$ cat src/hw/rtl/tcw_pkg.sv
// tcw_pkg: shared types and constants of the text console writer
// request and result payloads, cell layout, op and register codes
// no dependencies
package tcw_pkg;

  // request ops
  localparam logic [1:0] OP_PUT   = 2'd0;
  localparam logic [1:0] OP_CLEAR = 2'd1;
  localparam logic [1:0] OP_READ  = 2'd2;

  // configuration register indexes
  localparam int unsigned CFG_INDEX_W = 1;
  localparam logic [CFG_INDEX_W-1:0] CFG_BLANK_FG = 1'd0;
  localparam logic [CFG_INDEX_W-1:0] CFG_BLANK_BG = 1'd1;

  localparam logic [7:0] NEWLINE_CODE = 8'd10;

  // reset colors of blanked cells
  localparam logic [3:0] RESET_BLANK_FG = 4'd7;
  localparam logic [3:0] RESET_BLANK_BG = 4'd0;

  typedef struct packed {
    logic [3:0] bg;
    logic [3:0] fg;
    logic [7:0] code;
  } cell_t;

  typedef struct packed {
    logic [1:0]  op;
    logic [7:0]  char_code;
    logic [3:0]  foreground;
    logic [3:0]  background;
    logic [10:0] cell_index;
  } in_item_t;

  typedef struct packed {
    logic [10:0] cursor_position;
    logic        scrolled;
    logic [7:0]  read_code;
    logic [3:0]  read_foreground;
    logic [3:0]  read_background;
  } out_item_t;

endpackage

$ cat src/hw/rtl/tcw_engine.sv
// tcw_engine: request sequencer of the text console writer
// cursor tracking, single-cell writes, scroll/clear/init sweeps over the cell store
// depends on tcw_pkg; drives tcw_cell_ram through its ports
module tcw_engine #(
  parameter int unsigned COLUMNS = 80,
  parameter int unsigned ROWS    = 25,
  parameter int unsigned TOTAL   = COLUMNS * ROWS,
  parameter int unsigned AW      = $clog2(TOTAL),
  parameter int unsigned CW      = $clog2(TOTAL + 1),
  parameter int unsigned COLW    = $clog2(COLUMNS)
) (
  input  logic                clk,
  input  logic                rst_n,
  input  logic                in_valid,
  output logic                in_ready,
  input  tcw_pkg::in_item_t   in_data,
  input  logic [3:0]          blank_fg,
  input  logic [3:0]          blank_bg,
  output logic                res_valid,
  input  logic                res_take,
  output tcw_pkg::out_item_t  res_data,
  output logic                mem_we,
  output logic [AW-1:0]       mem_waddr,
  output tcw_pkg::cell_t      mem_wdata,
  output logic                mem_re,
  output logic [AW-1:0]       mem_raddr,
  input  tcw_pkg::cell_t      mem_rdata
);

  typedef enum logic [2:0] {
    S_INIT, S_IDLE, S_SCROLL, S_FIN, S_CLEAR, S_READ
  } state_t;

  localparam logic [AW-1:0] LAST_IDX  = AW'(TOTAL - 1);
  localparam logic [AW-1:0] MOVE_END  = AW'(TOTAL - COLUMNS);
  localparam logic [CW-1:0] CUR_END   = CW'(TOTAL);
  localparam logic [CW-1:0] CUR_AFTER = CW'(TOTAL - COLUMNS + 1);

  state_t              state_r, state_nxt;
  logic [CW-1:0]       cursor_r, cursor_nxt;
  logic [COLW-1:0]     col_r, col_nxt;
  logic [AW-1:0]       idx_r, idx_nxt;
  logic                pend_put_r, pend_put_nxt;
  tcw_pkg::cell_t      pend_cell_r, pend_cell_nxt;
  logic                rd_ok_r, rd_ok_nxt;
  tcw_pkg::out_item_t  res_r, res_nxt;
  logic                res_valid_r, res_valid_nxt;

  tcw_pkg::cell_t      blank_cell, init_cell, put_cell;
  logic                accept, at_end;
  logic [CW:0]         next_rd;

  function automatic tcw_pkg::out_item_t make_res(logic [CW-1:0] cur, logic scr,
                                                  tcw_pkg::cell_t c);
    tcw_pkg::out_item_t r;
    r.cursor_position = 11'(cur);
    r.scrolled        = scr;
    r.read_code       = c.code;
    r.read_foreground = c.fg;
    r.read_background = c.bg;
    return r;
  endfunction

  assign blank_cell = '{bg: blank_bg, fg: blank_fg, code: 8'd0};
  assign init_cell  = '{bg: tcw_pkg::RESET_BLANK_BG, fg: tcw_pkg::RESET_BLANK_FG, code: 8'd0};
  assign put_cell   = '{bg: in_data.background, fg: in_data.foreground,
                        code: in_data.char_code};

  // a pending result that leaves this cycle frees the slot for the next request
  assign in_ready = (state_r == S_IDLE) && (!res_valid_r || res_take);
  assign accept   = in_valid && in_ready;
  assign at_end   = (cursor_r == CUR_END);
  // scroll reads run one cell ahead of the writes
  assign next_rd  = (CW+1)'(idx_r) + (CW+1)'(COLUMNS + 1);

  always_comb begin
    state_nxt     = state_r;
    cursor_nxt    = cursor_r;
    col_nxt       = col_r;
    idx_nxt       = idx_r;
    pend_put_nxt  = pend_put_r;
    pend_cell_nxt = pend_cell_r;
    rd_ok_nxt     = rd_ok_r;
    res_nxt       = res_r;
    res_valid_nxt = res_valid_r && !res_take;
    mem_we        = 1'b0;
    mem_waddr     = idx_r;
    mem_wdata     = blank_cell;
    mem_re        = 1'b0;
    mem_raddr     = AW'(COLUMNS);

    unique case (state_r)
      S_INIT: begin
        mem_we    = 1'b1;
        mem_wdata = init_cell;
        if (idx_r == LAST_IDX) begin
          idx_nxt   = '0;
          state_nxt = S_IDLE;
        end else begin
          idx_nxt = idx_r + 1'b1;
        end
      end
      S_IDLE: begin
        if (accept) begin
          unique case (in_data.op)
            tcw_pkg::OP_PUT: begin
              if (in_data.char_code == 8'd0) begin
                res_nxt       = make_res(cursor_r, 1'b0, '0);
                res_valid_nxt = 1'b1;
              end else if (at_end) begin
                // writing or breaking the line past the last cell scrolls first
                mem_re        = 1'b1;
                mem_raddr     = AW'(COLUMNS);
                idx_nxt       = '0;
                pend_put_nxt  = (in_data.char_code != tcw_pkg::NEWLINE_CODE);
                pend_cell_nxt = put_cell;
                state_nxt     = S_SCROLL;
              end else if (in_data.char_code == tcw_pkg::NEWLINE_CODE) begin
                cursor_nxt    = cursor_r + (CW'(COLUMNS) - CW'(col_r));
                col_nxt       = '0;
                res_nxt       = make_res(cursor_r + (CW'(COLUMNS) - CW'(col_r)), 1'b0, '0);
                res_valid_nxt = 1'b1;
              end else begin
                mem_we        = 1'b1;
                mem_waddr     = AW'(cursor_r);
                mem_wdata     = put_cell;
                cursor_nxt    = cursor_r + 1'b1;
                col_nxt       = (col_r == COLW'(COLUMNS - 1)) ? '0 : col_r + 1'b1;
                res_nxt       = make_res(cursor_r + 1'b1, 1'b0, '0);
                res_valid_nxt = 1'b1;
              end
            end
            tcw_pkg::OP_CLEAR: begin
              idx_nxt   = '0;
              state_nxt = S_CLEAR;
            end
            tcw_pkg::OP_READ: begin
              rd_ok_nxt = (32'(in_data.cell_index) < 32'(TOTAL));
              mem_re    = (32'(in_data.cell_index) < 32'(TOTAL));
              mem_raddr = AW'(in_data.cell_index);
              state_nxt = S_READ;
            end
            default: begin
              res_nxt       = make_res(cursor_r, 1'b0, '0);
              res_valid_nxt = 1'b1;
            end
          endcase
        end
      end
      S_SCROLL: begin
        mem_we    = 1'b1;
        mem_wdata = (idx_r < MOVE_END) ? mem_rdata : blank_cell;
        mem_re    = (next_rd < (CW+1)'(TOTAL));
        mem_raddr = AW'(next_rd);
        if (idx_r == LAST_IDX) begin
          state_nxt = S_FIN;
        end else begin
          idx_nxt = idx_r + 1'b1;
        end
      end
      S_FIN: begin
        if (pend_put_r) begin
          mem_we     = 1'b1;
          mem_waddr  = MOVE_END;
          mem_wdata  = pend_cell_r;
          cursor_nxt = CUR_AFTER;
          col_nxt    = COLW'(1);
          res_nxt    = make_res(CUR_AFTER, 1'b1, '0);
        end else begin
          cursor_nxt = CUR_END;
          col_nxt    = '0;
          res_nxt    = make_res(CUR_END, 1'b1, '0);
        end
        res_valid_nxt = 1'b1;
        idx_nxt       = '0;
        state_nxt     = S_IDLE;
      end
      S_CLEAR: begin
        mem_we = 1'b1;
        if (idx_r == LAST_IDX) begin
          cursor_nxt    = '0;
          col_nxt       = '0;
          idx_nxt       = '0;
          res_nxt       = make_res('0, 1'b0, '0);
          res_valid_nxt = 1'b1;
          state_nxt     = S_IDLE;
        end else begin
          idx_nxt = idx_r + 1'b1;
        end
      end
      S_READ: begin
        res_nxt       = make_res(cursor_r, 1'b0, rd_ok_r ? mem_rdata : '0);
        res_valid_nxt = 1'b1;
        state_nxt     = S_IDLE;
      end
      default: begin
        state_nxt = S_IDLE;
      end
    endcase
  end

  always_ff @(posedge clk) begin
    if (!rst_n) begin
      state_r     <= S_INIT;
      cursor_r    <= '0;
      col_r       <= '0;
      idx_r       <= '0;
      res_valid_r <= 1'b0;
    end else begin
      state_r     <= state_nxt;
      cursor_r    <= cursor_nxt;
      col_r       <= col_nxt;
      idx_r       <= idx_nxt;
      res_valid_r <= res_valid_nxt;
    end
    pend_put_r  <= pend_put_nxt;
    pend_cell_r <= pend_cell_nxt;
    rd_ok_r     <= rd_ok_nxt;
    res_r       <= res_nxt;
  end

  assign res_valid = res_valid_r;
  assign res_data  = res_r;

endmodule

$ cat config.mk
export PLATFORM = sky130hd
export DESIGN_NAME = tcw_engine
export DESIGN_NICKNAME = d
export VERILOG_FILES = /design/src/hw/rtl/tcw_pkg.sv /design/src/hw/rtl/tcw_engine.sv
export SDC_FILE = /design/constraint.sdc
export NUM_CORES = 1
export LEC_CHECK = 0
export BUFFER_PORTS_ARGS = -buffer_cell sky130_fd_sc_hd__buf_2
export CORE_MARGIN = 3
export CORE_UTILIZATION = 35
export DETAILED_ROUTE_END_ITERATION = 10
export SYNTH_ARGS = -nofsm -noshare
export SYNTH_HDL_FRONTEND = slang
export SYNTH_SLANG_ARGS = --single-unit
$ cat constraint.sdc
create_clock -name clk -period 8.7 [get_ports clk]
set_input_delay 1.74 -clock clk [delete_from_list [all_inputs] [get_ports clk]]
set_output_delay 1.74 -clock clk [all_outputs]
set_load 0.02 [all_outputs]
==> impl_metrics.env, run 1 <==
export IMPL_status="completed"
export IMPL_p_comb_share_pct=4.7
export IMPL_synthFlopType="edfxtp_1"
export IMPL_synth_edf_count=46
export IMPL_io_pins=127
export IMPL_clock_latency_ns=0.35
export IMPL_crit_reg2reg_launch="col_r[0]$_SDFFE_PN0P_"
export IMPL_nFillCells=1414
export IMPL_switching_power_mw=0.180
export IMPL_drv_slew=0
export IMPL_yosys_area_top_type_share_pct=27.3
export IMPL_first_global_vias=4784
export IMPL_internal_power_mw=0.647
export IMPL_stdcell_area_um2=6090
export IMPL_period_share_pct=74.2
export IMPL_hpwl_um=12000
export IMPL_start_util_pct=36.2
export IMPL_post_route_util_pct=43.6
export IMPL_drcViolationCount=0
export IMPL_powerDensity_nw_per_um2=136
export IMPL_hold_buffers=0
export IMPL_hold_viol_final=0
export IMPL_reg2reg_to="res_data[27]$_DFFE_PP_"
export IMPL_finalWirelength_um=16100
export IMPL_cap_violations=0
export IMPL_clock_skew_ns=0.00755
export IMPL_critPathCaptureType="output port"
export IMPL_row_count=43
export IMPL_hold_end="col_r[1]$_SDFFE_PN0P_"
export IMPL_worstSetupStartpointType="primary input"
export IMPL_worstPathRequired_ns=6.96
export IMPL_drt_iter0_markers=571
export IMPL_synth_nets=647
export IMPL_tns_ns=0
export IMPL_yosysMostFrequentCell="nand2_1"
export IMPL_async_reset_ff_share_pct=0
export IMPL_dpl_cell_area_um2=5790
export IMPL_ff2ff_setup_slack_ns=5.56
export IMPL_grt_pass1_wl_um=26000
export IMPL_seqPwrFrac_pct=47.9
export IMPL_period_needed_ns=6.46
export IMPL_synth_warnings=0
export IMPL_numCtsBuffers=9
export IMPL_setup_viol=0
export IMPL_vias=5030
export IMPL_wl_per_cell_um=18.7
export IMPL_hold_start="col_r[1]$_SDFFE_PN0P_"
export IMPL_gp_congestion=0.910
export IMPL_postCtsSetupBuffers=0
export IMPL_synth_area_leaders="edfxtp_1 27%, dfxtp_1 13%, nand2_1 4.5%, a21oi_1 4.3%, ha_1 4.2%"
export IMPL_port_buffers=126
export IMPL_rsz0062_at_grt="no"
export IMPL_area_growth_pct=20.5
export IMPL_first_pass_iters=8
export IMPL_finalPower_mw=0.828
export IMPL_reg2reg_depth=10
export IMPL_track_usage_pct=20.2
export IMPL_maxClockFrequency_ghz=0.155
export IMPL_cts_resized_gates=0
export IMPL_core_area_um2=14000
export IMPL_worstMarginPinSlew_ns=1.14
export IMPL_whs_path_depth=2
export IMPL_yosysSeqAreaShare_pct=40.4
export IMPL_yosysTopAreaCell="edfxtp_1"
export IMPL_cts_tree="done"
export IMPL_ant_nets=0
export IMPL_swShare_pct=21.8
export IMPL_nets=751
export IMPL_cp_max_fo=21
export IMPL_dieHeight_um=126
export IMPL_clockBufferDepth=2
export IMPL_vdd_ir_drop_max_uv=82.4
export IMPL_hold_class="register to register"
export IMPL_vias_per_cell=5.84
export IMPL_dieArea_um2=15900
export IMPL_worst_ep_arrival_time_ns=4.72
export IMPL_yosys_top_cells_count="60 x nand2_1, 46 x edfxtp_1, 43 x a21oi_1"
export IMPL_clkPwrFrac_pct=47.4
export IMPL_cts_root_buf="clkbuf_16"
export IMPL_synth_cell_type_count=67
export IMPL_die_x_um=126
export IMPL_ys_ff_latch=79
export IMPL_grt_max_degree=29
export IMPL_grt_overflow=0
export IMPL_clkTransAtPathRegs_ns=0.06
export IMPL_p_leak_nw=2.55
export IMPL_avgSynthCellArea_um2=8.84
export IMPL_holdWs_ns=0.546
export IMPL_synthCells=572
export IMPL_antenna_found_initial=0
export IMPL_relSlewSlack_pct=23.6
export IMPL_num_antenna_cells=0
export IMPL_drive_gt1_share_pct=24.1
export IMPL_ctsHtreeMaxLevel=3
export IMPL_mappedNetlistArea_um2=5060
export IMPL_cts_sinks=79
export IMPL_critical_path_class="primary input to output port"
-- per-layer routing --
layer,up-vias,global-route usage (%),part of all wire [%]
met1,2423,29.0,45
met5,-,0,0
met3,20,4.03,8.6
met2,232,30.3,44
li1,2355,-,-
met4,0,7.32,1.8
-- worst max-delay path by stage --
stage                           start  slack, ns  cells past startpoint             to
after floorplan           in_data[23]       3.57                      7  mem_wdata[10]
after global placement    in_data[27]       2.41                      9   mem_waddr[3]
after detailed placement  in_data[27]       2.33                      9   mem_waddr[5]
after CTS                 in_data[27]       2.31                      9   mem_waddr[5]
after global routing      in_data[28]       2.12                      9   mem_waddr[5]
final                     in_data[27]       2.24                      9   mem_waddr[6]
-- registers in the layout (all words and copies together), names as in the netlist --
name	count
pend_cell_r	16
idx_r	11
state_r	3
rd_ok_r	1
pend_put_r	1
res_data	28
res_valid	1
cursor_r	11
col_r	7
-- layout by cell type (no fill, tap or decap), drive strengths merged, types with 14 or more instances in the layout --
cell / netlist / routed
a21oi: 43 / 43
and2: 22 / 22
buf: 12 / 131
dfxtp: 33 / 33
edfxtp: 46 / 46
ha: 17 / 17
inv: 25 / 26
nand2: 60 / 60
nand3: 24 / 24
nor2: 38 / 38
nor3: 14 / 14
o21ai: 43 / 43
-- critical path: stages --
cell and delay [ns]:
buf_2 0.12, inv_1 0.08, ha_1 0.30, a21bo_2 0.32
nor4_4 0.98, o21ai_1 0.37, or2_2 0.44, a22o_1 0.21
buf_2 0.16
-- layout make-up --
| type | count | area (µm²) | area share (%) |
|---|---|---|---|
| inverters | 25 | 93.8 | 1.54 |
| well taps | 180 | 225 | 3.70 |
| multi-input cells | 430 | 2760 | 45.3 |
| repair buffers | 131 | 668 | 11.0 |
| clock buffers | 11 | 253 | 4.15 |
| clock inverters | 5 | 53.8 | 0.883 |
| flip-flops and latches | 79 | 2040 | 33.5 |
-- per-stage QoR --
step                worst slack [ns]  std cells
floorplan                       3.57        572
global placement                2.41        845
detailed placement              2.33        845
CTS                             2.31        861
global route                    2.12        861
finish                          2.24        861
-- kinds of logic after synthesis --
| family | Yosys count | synth area share, % |
|---|---|---|
| AND/OR/NAND/NOR | 210 | 21.1 |
| AO/OA/AOI/OAI | 174 | 23.5 |
| flip-flops | 79 | 40.4 |
| buffers and inverters | 63 | 5.37 |
| XOR/XNOR | 23 | 3.98 |
| adder cells (fa/ha/maj) | 18 | 4.60 |
| multiplexers | 5 | 1.04 |
-- power groups by stage --
stage               Combinational [mW]  Sequential, mW  Clock (mW)
global route                    0.0428           0.396       0.414
global placement                0.0378           0.404           0
CTS                             0.0389           0.396       0.398
finish                          0.0389           0.396       0.392
floorplan                       0.0163           0.403           0
detailed placement              0.0385           0.404           0
Power figures use the tool's default switching activity.
==> inputs of run 2 (changes only) <==
clock period = 6.1 ns   (was 8.7 ns; I/O delays follow)
==> impl_metrics.env, run 2 (synthesized netlist as in run 1, its figures left out) <==
export IMPL_status="completed"
export IMPL_highest_layer="met4"
export IMPL_p_leak_nw=2.53
export IMPL_cap_violations=0
export IMPL_mostFrequentLayoutCells="126 x buf_2, 60 x nand2_1, 46 x edfxtp_1, 43 x a21oi_1, 42 x o21ai_0"
export IMPL_gp_congestion=0.925
export IMPL_seqPwrFrac_pct=49.1
export IMPL_hpwl_um=12100
export IMPL_nets=751
export IMPL_cts_root_buf="clkbuf_16"
export IMPL_numCtsBuffers=9
export IMPL_drv_slew=0
export IMPL_crit_buf_inv=3
export IMPL_track_usage_pct=19.8
export IMPL_worstPathRequired_ns=4.88
export IMPL_die_x_um=126
export IMPL_post_route_util_pct=43.5
export IMPL_max_stage_delay_ns=0.98
export IMPL_drt_iter0_markers=396
export IMPL_dr_wl_met2_um=6990
export IMPL_worstMarginPinSlew_ns=1.13
export IMPL_start_util_pct=36.2
export IMPL_crit_chain="buf_2 > inv_1 > ha_1 > a21bo_2 > nor4_4 > o21ai_1 > or2_2 > a22o_1 > buf_2"
export IMPL_cts_resized_gates=0
export IMPL_hold_class="register to register"
export IMPL_drcViolationCount=0
export IMPL_vdd_ir_drop_max_uv=114
export IMPL_tns_ns=0
export IMPL_largest_register_ffs=28
export IMPL_wl_per_cell_um=18.9
export IMPL_cts_sinks=79
export IMPL_vias=5006
export IMPL_swShare_pct=21.0
export IMPL_critPathCaptureType="output port"
export IMPL_critical_path_class="primary input to output port"
export IMPL_row_count=43
export IMPL_worstSetupStartpointType="primary input"
export IMPL_clock_skew_ns=0.00517
export IMPL_layout_commonest_cell="buf_2"
export IMPL_internal_power_mw=0.909
export IMPL_core_area_um2=14000
export IMPL_clkPwrFrac_pct=46.0
export IMPL_p_comb_share_pct=4.9
export IMPL_maxClockFrequency_ghz=0.184
export IMPL_grt_pass1_wl_um=25400
export IMPL_cpMostUsedCell="buf_2"
export IMPL_vias_per_cell=5.81
export IMPL_powerDensity_nw_per_um2=189
export IMPL_postCtsSetupBuffers=0
export IMPL_dieHeight_um=126
export IMPL_holdWs_ns=0.529
export IMPL_relSlewSlack_pct=23.8
export IMPL_dieArea_um2=15900
export IMPL_area_growth_pct=20.2
export IMPL_first_global_vias=4649
export IMPL_setup_viol=0
export IMPL_grt_max_degree=29
export IMPL_worst_ep_arrival_time_ns=4.20
export IMPL_finalWirelength_um=16200
export IMPL_grt_overflow=0
export IMPL_first_pass_iters=5
export IMPL_slowest_stage="nor4_4"
export IMPL_cp_max_fo=21
export IMPL_cts_tree="done"
export IMPL_clockBufferDepth=2
export IMPL_drive_gt1_share_pct=23.5
export IMPL_nFillCells=1414
export IMPL_wl_met1_um=7560
export IMPL_crit_family="simple AND/OR/NAND/NOR gates"
export IMPL_ctsHtreeMaxLevel=3
export IMPL_rsz0062_at_grt="no"
export IMPL_num_antenna_cells=0
export IMPL_antenna_found_initial=0
export IMPL_period_share_pct=88.9
export IMPL_hold_viol_final=0
export IMPL_port_buffers=126
export IMPL_clkTransAtPathRegs_ns=0.06
export IMPL_wl_met3_um=1430
export IMPL_ant_nets=0
export IMPL_clock_latency_ns=0.33
export IMPL_switching_power_mw=0.242
export IMPL_io_pins=127
export IMPL_hold_buffers=0
export IMPL_period_needed_ns=5.42
run 2: cell count changes in the layout (fill, tap and decap cells not counted):
cell       delta
clkbuf_1      +4
clkinv_2      -3
bufinv_16     -1
clkbuf_16     +1
inv_6         -1
run 2: metrics by stage:
stage / std cells / cell area, µm² / power (mW) / worst slack (ns)
final: 861 / 6080 / 1.15 / 0.676
after global routing: 861 / 6080 / 1.19 / 0.457
after CTS: 861 / 6080 / 1.16 / 0.724
after detailed placement: 845 / 5790 / 0.632 / 0.733
after global placement: 845 / 5790 / 0.631 / 0.845
after floorplan: 572 / 5060 / 0.598 / 2.01
run 2: routing by layer:
metal  up-vias  GRT usage [%]
li1       2353              -
met1      2384           28.3
met2       248           29.9
met3        21           4.16
met4         0           6.25
met5         -              0
run 2: final timing paths:
kind,startpoint,to,slack [ns],depth (start not counted)
min,col_r[1]$_SDFFE_PN0P_,col_r[1]$_SDFFE_PN0P_,0.53,2
max,in_data[27],mem_waddr[4],0.68,9
max reg2reg,col_r[0]$_SDFFE_PN0P_,res_data[24]$_DFFE_PP_,2.90,10
min reg2reg,col_r[1]$_SDFFE_PN0P_,col_r[1]$_SDFFE_PN0P_,0.53,2
run 2: power by group through the flow:
stage / Clock [mW] / Sequential, mW / Combinational, mW
floorplan: 0 / 0.575 / 0.0233
global placement: 0 / 0.577 / 0.0542
detailed placement: 0 / 0.577 / 0.0552
CTS: 0.542 / 0.565 / 0.0557
global route: 0.563 / 0.565 / 0.0617
finish: 0.529 / 0.565 / 0.0560
run 2: area by class of cell:
cell class | count | area (µm²) | share of cell area (%)
clock buffer | 16 | 293 | 4.82
inverter | 25 | 93.8 | 1.54
multi-input combinational | 430 | 2760 | 45.4
sequential | 79 | 2040 | 33.6
tap | 180 | 225 | 3.70
timing repair buffer | 131 | 668 | 11.0
run 2: worst reg2reg max path, delay by kind of cell, from the launching register on:
kind	cells	cell delay [ns]
compound gates	4	1.25
flops	1	0.43
buf+inv	1	0.11
xor+xnor	1	0.19
simple gates	2	0.33
fa+ha+maj	2	0.63
